<file path="src/rtl/chord_pairwise_dissonance_macros.svh">
// ----------------------------------------------------------------------------
// Assertion macros for the chord dissonance scorer
// Each macro checks on the rising edge of clk and is held off during reset.
// ----------------------------------------------------------------------------
`ifndef CHORD_PAIRWISE_DISSONANCE_MACROS_SVH
`define CHORD_PAIRWISE_DISSONANCE_MACROS_SVH

`ifndef ASSERT_OFF

// Consequent must hold in the same cycle as the antecedent
`define CPD_ASSERT_IMPL(label, ante, cons) \
    label: assert property (@(posedge clk) disable iff (!rst_n) (ante) |-> (cons)) \
        else $error("cpd assertion failed");

// Consequent must hold in the cycle after the antecedent
`define CPD_ASSERT_NEXT(label, ante, cons) \
    label: assert property (@(posedge clk) disable iff (!rst_n) (ante) |=> (cons)) \
        else $error("cpd assertion failed");

`else

`define CPD_ASSERT_IMPL(label, ante, cons)
`define CPD_ASSERT_NEXT(label, ante, cons)

`endif

`endif

</file>
<file path="src/rtl/cpd_pkg.sv">
// ----------------------------------------------------------------------------
// cpd_pkg
// Shared types, widths and the interval rating for the chord dissonance scorer.
// ----------------------------------------------------------------------------
package cpd_pkg;

    // Default and upper bound of the note capacity
    localparam int MAX_NOTES_DEF = 16;
    localparam int MAX_NOTES_LIM = 32;

    // Field widths
    localparam int NOTE_W    = 7;
    localparam int THR_W     = 12;
    localparam int SCORE_W   = 12;
    localparam int OUT_CNT_W = 5;
    localparam int FRAC_W    = 8;

    // Internal widths, sized for the largest capacity
    localparam int CNT_W   = $clog2(MAX_NOTES_LIM + 1);
    localparam int PAIRS_LIM = MAX_NOTES_LIM * (MAX_NOTES_LIM - 1) / 2;
    localparam int PAIR_W  = $clog2(PAIRS_LIM + 1);
    localparam int RATING_MAX = 9;
    localparam int SUM_W   = $clog2(RATING_MAX * PAIRS_LIM + 1);
    localparam int DIVD_W  = SUM_W + FRAC_W;

    localparam logic [THR_W-1:0]   THR_RESET = THR_W'(1280);
    localparam logic [SCORE_W-1:0] SCORE_MAX = SCORE_W'(RATING_MAX * 256);

    // One input beat
    typedef struct packed {
        logic [NOTE_W-1:0] note;
        logic              last_note;
    } note_beat_t;

    // One result beat
    typedef struct packed {
        logic [SCORE_W-1:0]   dissonance_score;
        logic                 consonant;
        logic [OUT_CNT_W-1:0] notes_counted;
        logic                 overflowed;
    } result_beat_t;

    // Token that walks the row of cells
    typedef struct packed {
        logic              valid;
        logic [NOTE_W-1:0] note;
        logic [CNT_W-1:0]  count;
        logic [SUM_W-1:0]  sum;
    } cpd_token_t;

    // Dissonance rating in tenths for a semitone distance, folded mod 12
    function automatic logic [3:0] interval_rating(input logic [NOTE_W-1:0] span);
        logic [12:0]       prod;
        logic [3:0]        octaves;
        logic [NOTE_W-1:0] pc;
        logic [3:0]        rating;
        // floor(span / 12) as span * 43 >> 9, exact for span below 128
        prod    = 13'(span) * 13'd43;
        octaves = prod[12:9];
        pc      = span - NOTE_W'(octaves) * NOTE_W'(12);
        unique case (pc[3:0])
            4'd0:    rating = 4'd0;
            4'd1:    rating = 4'd8;
            4'd2:    rating = 4'd4;
            4'd3:    rating = 4'd5;
            4'd4:    rating = 4'd3;
            4'd5:    rating = 4'd2;
            4'd6:    rating = 4'd9;
            4'd7:    rating = 4'd1;
            4'd8:    rating = 4'd4;
            4'd9:    rating = 4'd3;
            4'd10:   rating = 4'd5;
            4'd11:   rating = 4'd4;
            default: rating = 4'd0;
        endcase
        return rating;
    endfunction

endpackage

</file>
<file path="src/rtl/cpd_cell.sv">
// ----------------------------------------------------------------------------
// cpd_cell
// One slot of the note row: holds one stored note, rates a passing note
// against it and hands the token on to the next slot.
// ----------------------------------------------------------------------------
module cpd_cell
    import cpd_pkg::*;
#(
    parameter int IDX = 0
)
(
    input  logic       clk,
    input  logic       rst_n,
    input  cpd_token_t tok_in,
    output cpd_token_t tok_out
);

    logic [NOTE_W-1:0] stored_reg;
    logic              tok_valid_reg;
    cpd_token_t        tok_pay_reg;
    logic [NOTE_W-1:0] span;
    logic              occupied;
    logic [SUM_W-1:0]  sum_next;

    // Rate the passing note against this slot when the slot is in use
    assign occupied = CNT_W'(IDX) < tok_in.count;
    assign span     = (tok_in.note > stored_reg) ? (tok_in.note - stored_reg)
                                                 : (stored_reg - tok_in.note);
    assign sum_next = occupied ? (tok_in.sum + SUM_W'(interval_rating(span))) : tok_in.sum;

    // Advance token valid
    always_ff @(posedge clk or negedge rst_n)
    begin
        if (!rst_n)
        begin
            tok_valid_reg <= 1'b0;
        end
        else
        begin
            tok_valid_reg <= tok_in.valid;
        end
    end

    // Advance token payload, store the note in the first free slot
    always_ff @(posedge clk)
    begin
        tok_pay_reg.valid <= 1'b0;
        tok_pay_reg.note  <= tok_in.note;
        tok_pay_reg.count <= tok_in.count;
        tok_pay_reg.sum   <= sum_next;
        if (tok_in.valid && (tok_in.count == CNT_W'(IDX)))
        begin
            stored_reg <= tok_in.note;
        end
    end

    always_comb
    begin
        tok_out       = tok_pay_reg;
        tok_out.valid = tok_valid_reg;
    end

endmodule

</file>
<file path="src/rtl/cpd_divider.sv">
// ----------------------------------------------------------------------------
// cpd_divider
// Restoring divider, one quotient bit per cycle, for the mean pair rating.
// ----------------------------------------------------------------------------
module cpd_divider
    import cpd_pkg::*;
(
    input  logic              clk,
    input  logic              rst_n,
    input  logic              start,
    input  logic [DIVD_W-1:0] dividend,
    input  logic [PAIR_W-1:0] divisor,
    output logic              done,
    output logic [DIVD_W-1:0] quotient
);

    localparam int STEP_W = $clog2(DIVD_W + 1);

    logic              busy_reg;
    logic              done_reg;
    logic [STEP_W-1:0] step_reg;
    logic [PAIR_W-1:0] rem_reg;
    logic [PAIR_W-1:0] dvs_reg;
    logic [DIVD_W-1:0] quo_reg;
    logic [PAIR_W:0]   trial;
    logic              fits;

    // Shift the next dividend bit into the partial remainder and test it
    assign trial = {rem_reg, quo_reg[DIVD_W-1]};
    assign fits  = trial >= {1'b0, dvs_reg};

    // Count steps and flag the end
    always_ff @(posedge clk or negedge rst_n)
    begin
        if (!rst_n)
        begin
            busy_reg <= 1'b0;
            done_reg <= 1'b0;
            step_reg <= '0;
        end
        else if (start)
        begin
            busy_reg <= 1'b1;
            done_reg <= 1'b0;
            step_reg <= STEP_W'(DIVD_W);
        end
        else if (busy_reg)
        begin
            step_reg <= step_reg - 1'b1;
            if (step_reg == STEP_W'(1))
            begin
                busy_reg <= 1'b0;
                done_reg <= 1'b1;
            end
        end
        else
        begin
            done_reg <= 1'b0;
        end
    end

    // Load operands, then subtract and shift one bit per cycle
    always_ff @(posedge clk)
    begin
        if (start)
        begin
            rem_reg <= '0;
            dvs_reg <= divisor;
            quo_reg <= dividend;
        end
        else if (busy_reg)
        begin
            rem_reg <= fits ? PAIR_W'(trial - {1'b0, dvs_reg}) : trial[PAIR_W-1:0];
            quo_reg <= {quo_reg[DIVD_W-2:0], fits};
        end
    end

    assign done     = done_reg;
    assign quotient = quo_reg;

endmodule

</file>
<file path="src/rtl/chord_pairwise_dissonance.sv">
// ----------------------------------------------------------------------------
// chord_pairwise_dissonance
// Scores a chord by the mean dissonance of all its note pairs.
// ----------------------------------------------------------------------------
// Notes of one chord arrive one beat at a time. For each stored note, a
// token carrying the new note walks the row of MAX_NOTES cells, one cell
// per cycle, picking up the rating against every stored note, and the last
// cell returns the updated sum; no new note is taken during the walk. A note
// beyond capacity is dropped and only sets the overflow flag. On the note
// marked last, a restoring divider works through each bit of the rating sum
// with 8 fraction bits, and the quotient is then loaded into the result
// register. The result register lets the next chord start while a score
// waits to be taken; a second score waits in the divider until the first
// one leaves.
module chord_pairwise_dissonance
    import cpd_pkg::*;
#(
    parameter int MAX_NOTES = MAX_NOTES_DEF
)
(
    input  logic             clk,
    input  logic             rst_n,
    input  logic             note_valid,
    output logic             note_stall,
    input  note_beat_t       chord_note,
    output logic             result_valid,
    input  logic             result_stall,
    output result_beat_t     result,
    input  logic             cfg_we,
    input  logic [THR_W-1:0] cfg_wdata
);

`include "chord_pairwise_dissonance_macros.svh"

    typedef enum logic [1:0] {
        S_IDLE,
        S_RUN,
        S_DIV,
        S_DONE
    } state_t;

    state_t            state_reg;
    logic [CNT_W-1:0]  note_total_reg;
    logic [PAIR_W-1:0] pair_total_reg;
    logic [SUM_W-1:0]  rating_sum_reg;
    logic              dropped_reg;
    logic              last_reg;
    logic [THR_W-1:0]  thr_reg;
    logic              result_valid_reg;
    result_beat_t      result_reg;

    cpd_token_t        tok [0:MAX_NOTES];
    logic              note_acc;
    logic              has_room;
    logic              tok_done;
    logic              div_start;
    logic [DIVD_W-1:0] div_dividend;
    logic              div_done;
    logic [DIVD_W-1:0] div_quotient;
    logic              slot_free;
    logic              load_result;
    result_beat_t      result_next;

    // Input handshake
    assign note_stall = (state_reg != S_IDLE);
    assign note_acc   = note_valid && !note_stall;
    assign has_room   = note_total_reg < CNT_W'(MAX_NOTES);

    // Launch a token into the first cell
    always_comb
    begin
        tok[0].valid = note_acc && has_room;
        tok[0].note  = chord_note.note;
        tok[0].count = note_total_reg;
        tok[0].sum   = rating_sum_reg;
    end

    // Row of note cells
    for (genvar g = 0; g < MAX_NOTES; g++)
    begin : g_cell
        cpd_cell #(
            .IDX (g)
        ) u_cell (
            .clk     (clk),
            .rst_n   (rst_n),
            .tok_in  (tok[g]),
            .tok_out (tok[g+1])
        );
    end

    assign tok_done = (state_reg == S_RUN) && tok[MAX_NOTES].valid;

    // Start the mean on the last note, after its walk or at once if dropped
    assign div_start = (tok_done && last_reg)
                    || (note_acc && !has_room && chord_note.last_note);
    assign div_dividend = (state_reg == S_RUN) ? {tok[MAX_NOTES].sum, FRAC_W'(0)}
                                               : {rating_sum_reg, FRAC_W'(0)};

    cpd_divider u_divider (
        .clk      (clk),
        .rst_n    (rst_n),
        .start    (div_start),
        .dividend (div_dividend),
        .divisor  (pair_total_reg),
        .done     (div_done),
        .quotient (div_quotient)
    );

    // Build the result beat; no pairs gives a score of zero
    always_comb
    begin
        result_next.dissonance_score = (pair_total_reg == '0) ? '0 : div_quotient[SCORE_W-1:0];
        result_next.consonant        = result_next.dissonance_score < thr_reg;
        result_next.notes_counted    = note_total_reg[OUT_CNT_W-1:0];
        result_next.overflowed       = dropped_reg;
    end

    assign slot_free   = !result_valid_reg || !result_stall;
    assign load_result = slot_free && (((state_reg == S_DIV) && div_done)
                                       || (state_reg == S_DONE));

    // Sequence the chord, hold chord state and the result register
    always_ff @(posedge clk or negedge rst_n)
    begin
        if (!rst_n)
        begin
            state_reg        <= S_IDLE;
            note_total_reg   <= '0;
            pair_total_reg   <= '0;
            rating_sum_reg   <= '0;
            dropped_reg      <= 1'b0;
            last_reg         <= 1'b0;
            thr_reg          <= THR_RESET;
            result_valid_reg <= 1'b0;
            result_reg       <= '0;
        end
        else
        begin
            if (cfg_we)
            begin
                thr_reg <= cfg_wdata;
            end

            // Drop the result beat once taken, unless a new one replaces it
            if (result_valid_reg && !result_stall && !load_result)
            begin
                result_valid_reg <= 1'b0;
            end

            unique case (state_reg)
                S_IDLE:
                begin
                    if (note_acc)
                    begin
                        if (has_room)
                        begin
                            note_total_reg <= note_total_reg + 1'b1;
                            pair_total_reg <= pair_total_reg + PAIR_W'(note_total_reg);
                            last_reg       <= chord_note.last_note;
                            state_reg      <= S_RUN;
                        end
                        else
                        begin
                            dropped_reg <= 1'b1;
                            if (chord_note.last_note)
                            begin
                                state_reg <= S_DIV;
                            end
                        end
                    end
                end
                S_RUN:
                begin
                    if (tok_done)
                    begin
                        rating_sum_reg <= tok[MAX_NOTES].sum;
                        state_reg      <= last_reg ? S_DIV : S_IDLE;
                    end
                end
                S_DIV:
                begin
                    if (div_done && !slot_free)
                    begin
                        state_reg <= S_DONE;
                    end
                end
                S_DONE:
                begin
                end
                default:
                begin
                    state_reg <= S_IDLE;
                end
            endcase

            // Load the result and clear the chord
            if (load_result)
            begin
                result_reg       <= result_next;
                result_valid_reg <= 1'b1;
                note_total_reg   <= '0;
                pair_total_reg   <= '0;
                rating_sum_reg   <= '0;
                dropped_reg      <= 1'b0;
                state_reg        <= S_IDLE;
            end
        end
    end

    assign result_valid = result_valid_reg;
    assign result       = result_reg;

    `CPD_ASSERT_IMPL(a_div_done_in_div, div_done, state_reg == S_DIV)
    `CPD_ASSERT_IMPL(a_score_range, result_valid, result.dissonance_score <= SCORE_MAX)
    `CPD_ASSERT_NEXT(a_chord_cleared, load_result, note_total_reg == '0 && pair_total_reg == '0)
    `CPD_ASSERT_IMPL(a_no_pairs_below_two, note_total_reg < CNT_W'(2), pair_total_reg == '0)

endmodule
</file>
<file path="config.mk">
export PLATFORM = sky130hd
export DESIGN_NAME = chord_pairwise_dissonance
export DESIGN_NICKNAME = d
export VERILOG_FILES = /design/src/rtl/cpd_pkg.sv /design/src/rtl/cpd_cell.sv /design/src/rtl/cpd_divider.sv /design/src/rtl/chord_pairwise_dissonance.sv
export VERILOG_INCLUDE_DIRS = /design/src /design/src/rtl
export SDC_FILE = /design/constraint.sdc
export NUM_CORES = 2
export LEC_CHECK = 0
export ABC_CLOCK_PERIOD_IN_PS = 10390
export BUFFER_PORTS_ARGS = -buffer_cell sky130_fd_sc_hd__buf_2
export CORE_ASPECT_RATIO = 1.75
export CORE_MARGIN = 3
export CORE_UTILIZATION = 65
export DETAILED_ROUTE_END_ITERATION = 8
export GPL_ROUTABILITY_DRIVEN = 1
export GPL_TIMING_DRIVEN = 0
export PLACE_DENSITY_LB_ADDON = 0.25
export SETUP_SLACK_MARGIN = 0.1
export SKIP_CTS_REPAIR_TIMING = 1
export SLEW_MARGIN = 5
export SYNTH_ARGS = -nofsm -noshare
export SYNTH_HDL_FRONTEND = slang
export SYNTH_HIERARCHICAL = 1
export SYNTH_SLANG_ARGS = --single-unit
</file>
<file path="constraint.sdc">
create_clock -name clk -period 10.39 [get_ports clk]
set_input_delay 1.5585 -clock clk [delete_from_list [all_inputs] [get_ports clk]]
set_output_delay 1.5585 -clock clk [all_outputs]
set_load 0.02 [all_outputs]
</file>
# == Word level (Yosys, flattened, before mapping) ==
# Memory sizes are Yosys's and may differ from the RTL's.
# Cells that the tools add are included.
# op_classes
add_sub_neg,68
multipliers,32
n_lt_le_gt_ge,35
eq_ne,25
mux,70
reduce_logical,53
# ops
operator,n
13-bit two-way mux,19
7-bit subtractor,32
13-bit by 4-bit adder with 13-bit output,16
7-bit by 6-bit multiplier with 13-bit output (second input constant),16
7-bit > comparator,16
7-bit two-way mux,16
4-bit by 2-bit multiplier with 2-bit output (second input constant),16
4-bit subtractor,16
21-bit two-way mux,3
6-bit by 4-bit equality test with 1-bit output (second input constant),8
4-bit by 6-bit less-than comparator with 1-bit output (first input constant),8
9-bit two-way mux,5
1-bit logical AND,27
6-bit by 3-bit equality test with 1-bit output (second input constant),4
3-bit by 6-bit less-than comparator with 1-bit output (first input constant),4
6-bit two-way mux,4
2-bit nonzero test,8
2-bit two-way mux,7
6-bit by 2-bit equality test with 1-bit output (second input constant),2
1-bit by 6-bit less-than comparator with 1-bit output (first input constant),2
12-bit less-than comparator,1
2-bit by 6-bit less-than comparator with 1-bit output (first input constant),2
1-bit two-way mux,12
12-bit two-way mux,1
25 further kinds,38
# word_totals
register_bits,641
rom_bits,1024
inputBits,25
output_inout_bits,21
wordCells,395
mem_count,16
# mem_list
name,words,width,read_ports,rd_ports_with_merged_regs,wr,line,source
(no name shown),16,4,1,0,0,cpd_pkg.sv:61,unique case (pc[3:0])
(no name shown),16,4,1,0,0,cpd_pkg.sv:61,
(no name shown),16,4,1,0,0,cpd_pkg.sv:61,
(no name shown),16,4,1,0,0,cpd_pkg.sv:61,
(no name shown),16,4,1,0,0,cpd_pkg.sv:61,
(no name shown),16,4,1,0,0,cpd_pkg.sv:61,
+10 memories,--,--,--,--,--,--,

# == Logic depth before layout (Yosys ltp) ==
# logic_depth
depth_word,8
ltp_mapped,39
ltp_nobuf,38

# == By module ==
# Netlist, hierarchy kept.
# by_module_without_submodules
module,instances,cells_each,area_per_inst_um2,seq_area_each_um2
chord_pairwise_dissonance,1,354,3422.0,1604.0
cpd_cell (g_cell[10].u_cell),1,269,2681.3,755.7
cpd_cell (g_cell[11].u_cell),1,266,2677.6,755.7
cpd_cell (g_cell[12].u_cell),1,267,2677.6,755.7
cpd_cell (g_cell[3].u_cell),1,265,2673.8,755.7
cpd_cell (g_cell[15].u_cell),1,265,2668.8,755.7
cpd_cell (g_cell[2].u_cell),1,264,2668.8,755.7
cpd_cell (g_cell[5].u_cell),1,263,2668.8,755.7
cpd_cell (g_cell[4].u_cell),1,264,2666.3,755.7
cpd_cell (g_cell[13].u_cell),1,265,2663.8,755.7
cpd_cell (g_cell[0].u_cell),1,264,2658.8,755.7
cpd_cell (g_cell[8].u_cell),1,245,2477.4,755.7
cpd_cell (g_cell[14].u_cell),1,243,2473.6,755.7
cpd_cell (g_cell[9].u_cell),1,240,2466.1,755.7
+4 rows,--,--,--,--

# == Worst setup path after synthesis ==
# OpenSTA, ideal clock, no wires.
# synth_timing
path_type,input to register
startpoint,in chord_note[2] in the netlist's numbering
endpoint,"reg g_cell[0].u_cell.tok_pay_reg, in the netlist g_cell[0].u_cell/tok_out[10]"
setup_ps,72
arrival_ps,8160
required_time_ps,10318
slack_ps,2157
cell_stages,34
path_buffers,0
cell_sequence,inv_1 ha_1 and2b_1 o21ai_2 a311oi_4 o211ai_4 mux2i_1 o21ai_0 a21o_1 and3_1 ha_1 inv_1 fa_1 fa_1 inv_1 ha_1 nor2_1 a2111o_1 nand2b_1 a21oi_1 xnor2_1 ha_1 xnor2_1 xnor2_1 xnor2_1 xnor3_2 mux2i_1 ha_1 fa_1 a21o_1 a21oi_1 a21oi_1 nand3_1 xnor2_1
# synth_between
elab_chain_len,8
elab_cells_between_ends,10
cone_classes,4 x add/sub; 2 x mul; 1 x order compare; 2 x mux; 1 x memory
# synth_rtl
element,line,source
from (decl),chord_pairwise_dissonance.sv:25,"input note_beat_t chord_note,"
"7-bit subtractor, or another cell as far along",cpd_cell.sv:28,: (stored_reg - tok_in.note);
7-bit two-way mux (*),cpd_cell.sv:27,assign span = (tok_in.note > stored_reg) ? (tok_in.note - stored_reg)
7-bit by 6-bit multiplier with 13-bit output,cpd_pkg.sv:58,prod = 13'(span) * 13'd43;
4-bit by 2-bit multiplier with 2-bit output,cpd_pkg.sv:60,pc = span - NOTE_W'(octaves) * NOTE_W'(12);
4-bit subtractor (*),cpd_pkg.sv:60,
memory read 16 x 4 bit (*),--,
13-bit by 4-bit adder with 13-bit output (*),cpd_cell.sv:29,assign sum_next = occupied ? (tok_in.sum + SUM_W'(interval_rating(span))) : tok_in.sum;
13-bit two-way mux (*),cpd_cell.sv:29,
net g_cell[0].u_cell.sum_next[10],cpd_cell.sv:23,logic [SUM_W-1:0] sum_next;
to (decl),cpd_cell.sv:20,cpd_token_t tok_pay_reg;
# The timed path passes the listed nets; every way through them passes the cells marked *.
# A chain may end at the register's enable or synchronous reset.

# == Final worst setup path ==
# layout_timing
startpoint,in chord_note[2] in the netlist's numbering
endpoint,"reg g_cell[0].u_cell.tok_pay_reg, in the netlist g_cell[0].u_cell/tok_out[6]"
# The elaborated chain is that of the path after synthesis.

==> results.cfg <==
[floorplan]
dieArea_mm2 = 0.0757
core_area_mm2 = 0.0712
rows = 129
ios = 46
die_y_um = 362
start_util_pct = 66.0
floorplan.die.width_um = 209

[logic_synthesis]
postSynthAreaPerCell_um2 = 10.1
ys.warnings.count = 6
synth_area_mm2 = 0.0470
synthCells = 4631

[timing]
max_slew.worst_pin.slew_ns = 1.25
max_slew_margin_pct = 16.1
maxSlewViolCount = 0
period_needed_ns = 8.90
setup_viol_count_final = 0
hold_ws_ns = 0.344
period_share_pct = 85.7
grt_setup_unrepaired = false
fin_worst_skew_ns = 0.0169
fmax_ghz = 0.112
hold_viol_final = 0
totalNegativeSetupSlack_ns = 0

[min_path]
worstHoldStart = g_cell[13].u_cell/tok_out[15]
hold_path_class = reg -> reg
holdPathEnd = g_cell[14].u_cell/tok_out[15]
hold_depth = 0

[pwr]
p_sw_share_pct = 44.4
power_leakage_nw = 24.8
switchingPower_mw = 7.29
clockPowerShare_pct = 13.1
powerDensity_mw_per_mm2 = 326
ir_worst_vdd_mv = 0.342
seq_power_share_pct = 20.3
p_comb_share_pct = 66.6
internal_power_mw = 9.15

[global_routing]
antenna_found_initial = 2
globalRouteOverflowTotal = 0
grt_pass1_wl_mm = 158
grt.total_usage_pct = 25.1
first_global_vias = 33900
grt_max_degree = 62

[finish]
layout-drive-gt1-share_pct = 10.1
largest_reg_flops = 403
multi_input_area_mm2 = 0.0295
seq_area_mm2 = 0.0147
num-fill-cells = 5218
stdcell_count = 5716
num-nets-final = 5691
syn2layout_area_growth_pct = 7.37

[place]
place_hpwl_mm = 77.1
port_buffers = 45
gp_congestion = 0.864
dp.cells = 5608

[routing]
vias = 32500
drt-initial-drc-count = 1340
first_pass_iters = 5
post_drt_wl_per_cell_um = 16.6
drc_errors = 0
totalWireLength_mm = 94.9
vias_per_cell = 5.68
antenna_left = 0

[setup_path]
r2r-end = g_cell[15].u_cell/tok_out[7]
crit_type = in -> reg
critPathArrivalTime_ns = 9.41
rr_worst_depth = 32
critPathMaxStageDelay_ns = 0.55
r2r-start = g_cell[14].u_cell/tok_out[20]
end_kind = register
critPathLaunchType = input port
cp_max_fo = 8
critPathRequiredTime_ns = 10.90
reg2reg_slack_ns = 1.72
critPathSlowestCell = fa_1

[clock_network]
clk_latency_ns = 0.62
cts_buffers = 57
cts_root_buf = clkbuf_16
cts.sinks = 641
cts_buffer_depth = 3
clkTransAtPathRegs_ns = 0.07
cts_max_level = 2
cts_tree = built

[job]
max_cap_viol_count = 0

[outcome]
outcome = finished, final reports clean
[power groups by stage]
stage / registers (mW) / logic, mW / clock network (mW)
6_report: 3.34 / 10.9 / 2.15
5_1_grt: 3.39 / 12.3 / 2.28
4_1_cts: 3.34 / 11.0 / 2.20
3_5_place_dp: 3.39 / 10.9 / 0
3_3_place_gp: 3.38 / 10.4 / 0
2_1_floorplan: 3.30 / 8.52 / 0
[critical path, delay by kind of cell]
kind	cells	cell delay, ns
xor+xnor	6	1.45
fa+ha+maj	8	2.62
simple gates	5	0.71
buf+inv	4	0.37
compound gates	10	2.14
mux	2	0.56
[layout by cell type (no fill, tap or decap), types with 94 or more instances in the layout]
cell type,n
a21o_1,94
a21oi_1,178
dfxtp_1,412
edfxtp_1,142
fa_1,146
ha_1,770
inv_1,676
mux2i_1,139
nand2_1,286
nor2_1,182
o21ai_0,106
xnor2_1,228
xor2_1,97
[per-layer routing]
| layer | wire, um | track usage, % |
|---|---|---|
| met4 | 5590 | 12.9 |
| met1 | 32400 | 23.2 |
| met2 | 54600 | 52.1 |
| met5 | 0 | 0 |
| met3 | 2280 | 2.65 |
[worst max path at each step]
| stage | from | to | slack [ns] | depth (start not counted) |
|---|---|---|---|---|
| finish | chord_note[2] | g_cell[0].u_cell/tok_out[6] | 1.49 | 35 |
| global route | chord_note[2] | g_cell[0].u_cell/tok_out[8] | 0.96 | 35 |
| CTS | chord_note[2] | g_cell[0].u_cell/tok_out[6] | 1.53 | 35 |
| detailed placement | chord_note[2] | g_cell[0].u_cell/tok_out[12] | 0.92 | 35 |
| global placement | chord_note[2] | g_cell[0].u_cell/tok_out[12] | 1.04 | 35 |
| floorplan | chord_note[2] | g_cell[0].u_cell/tok_out[10] | 2.16 | 34 |
[metrics by stage]
step	util (%)	setup WS [ns]	power (mW)	area (um^2)
floorplan	-	2.16	11.8	47000
global placement	68.0	1.04	13.8	48400
detailed placement	68.2	0.921	14.3	48500
CTS	70.9	1.53	16.6	50400
global route	70.9	0.958	18.0	50400
finish	70.9	1.49	16.4	50400
[cell type report]
| class | instances | area share, % |
|---|---|---|
| Clock inverter | 30 | 0.513 |
| Clock buffer | 76 | 3.30 |
| Multi-Input combinational cell | 3263 | 58.4 |
| Timing Repair Buffer | 53 | 0.605 |
| Inverter | 678 | 5.05 |
| Buffer | 56 | 0.709 |
| Tap cell | 917 | 2.27 |
| Antenna cell | 2 | 0.00992 |
| Sequential cell | 641 | 29.1 |
No activity file was read; power rests on OpenSTA's default activity.
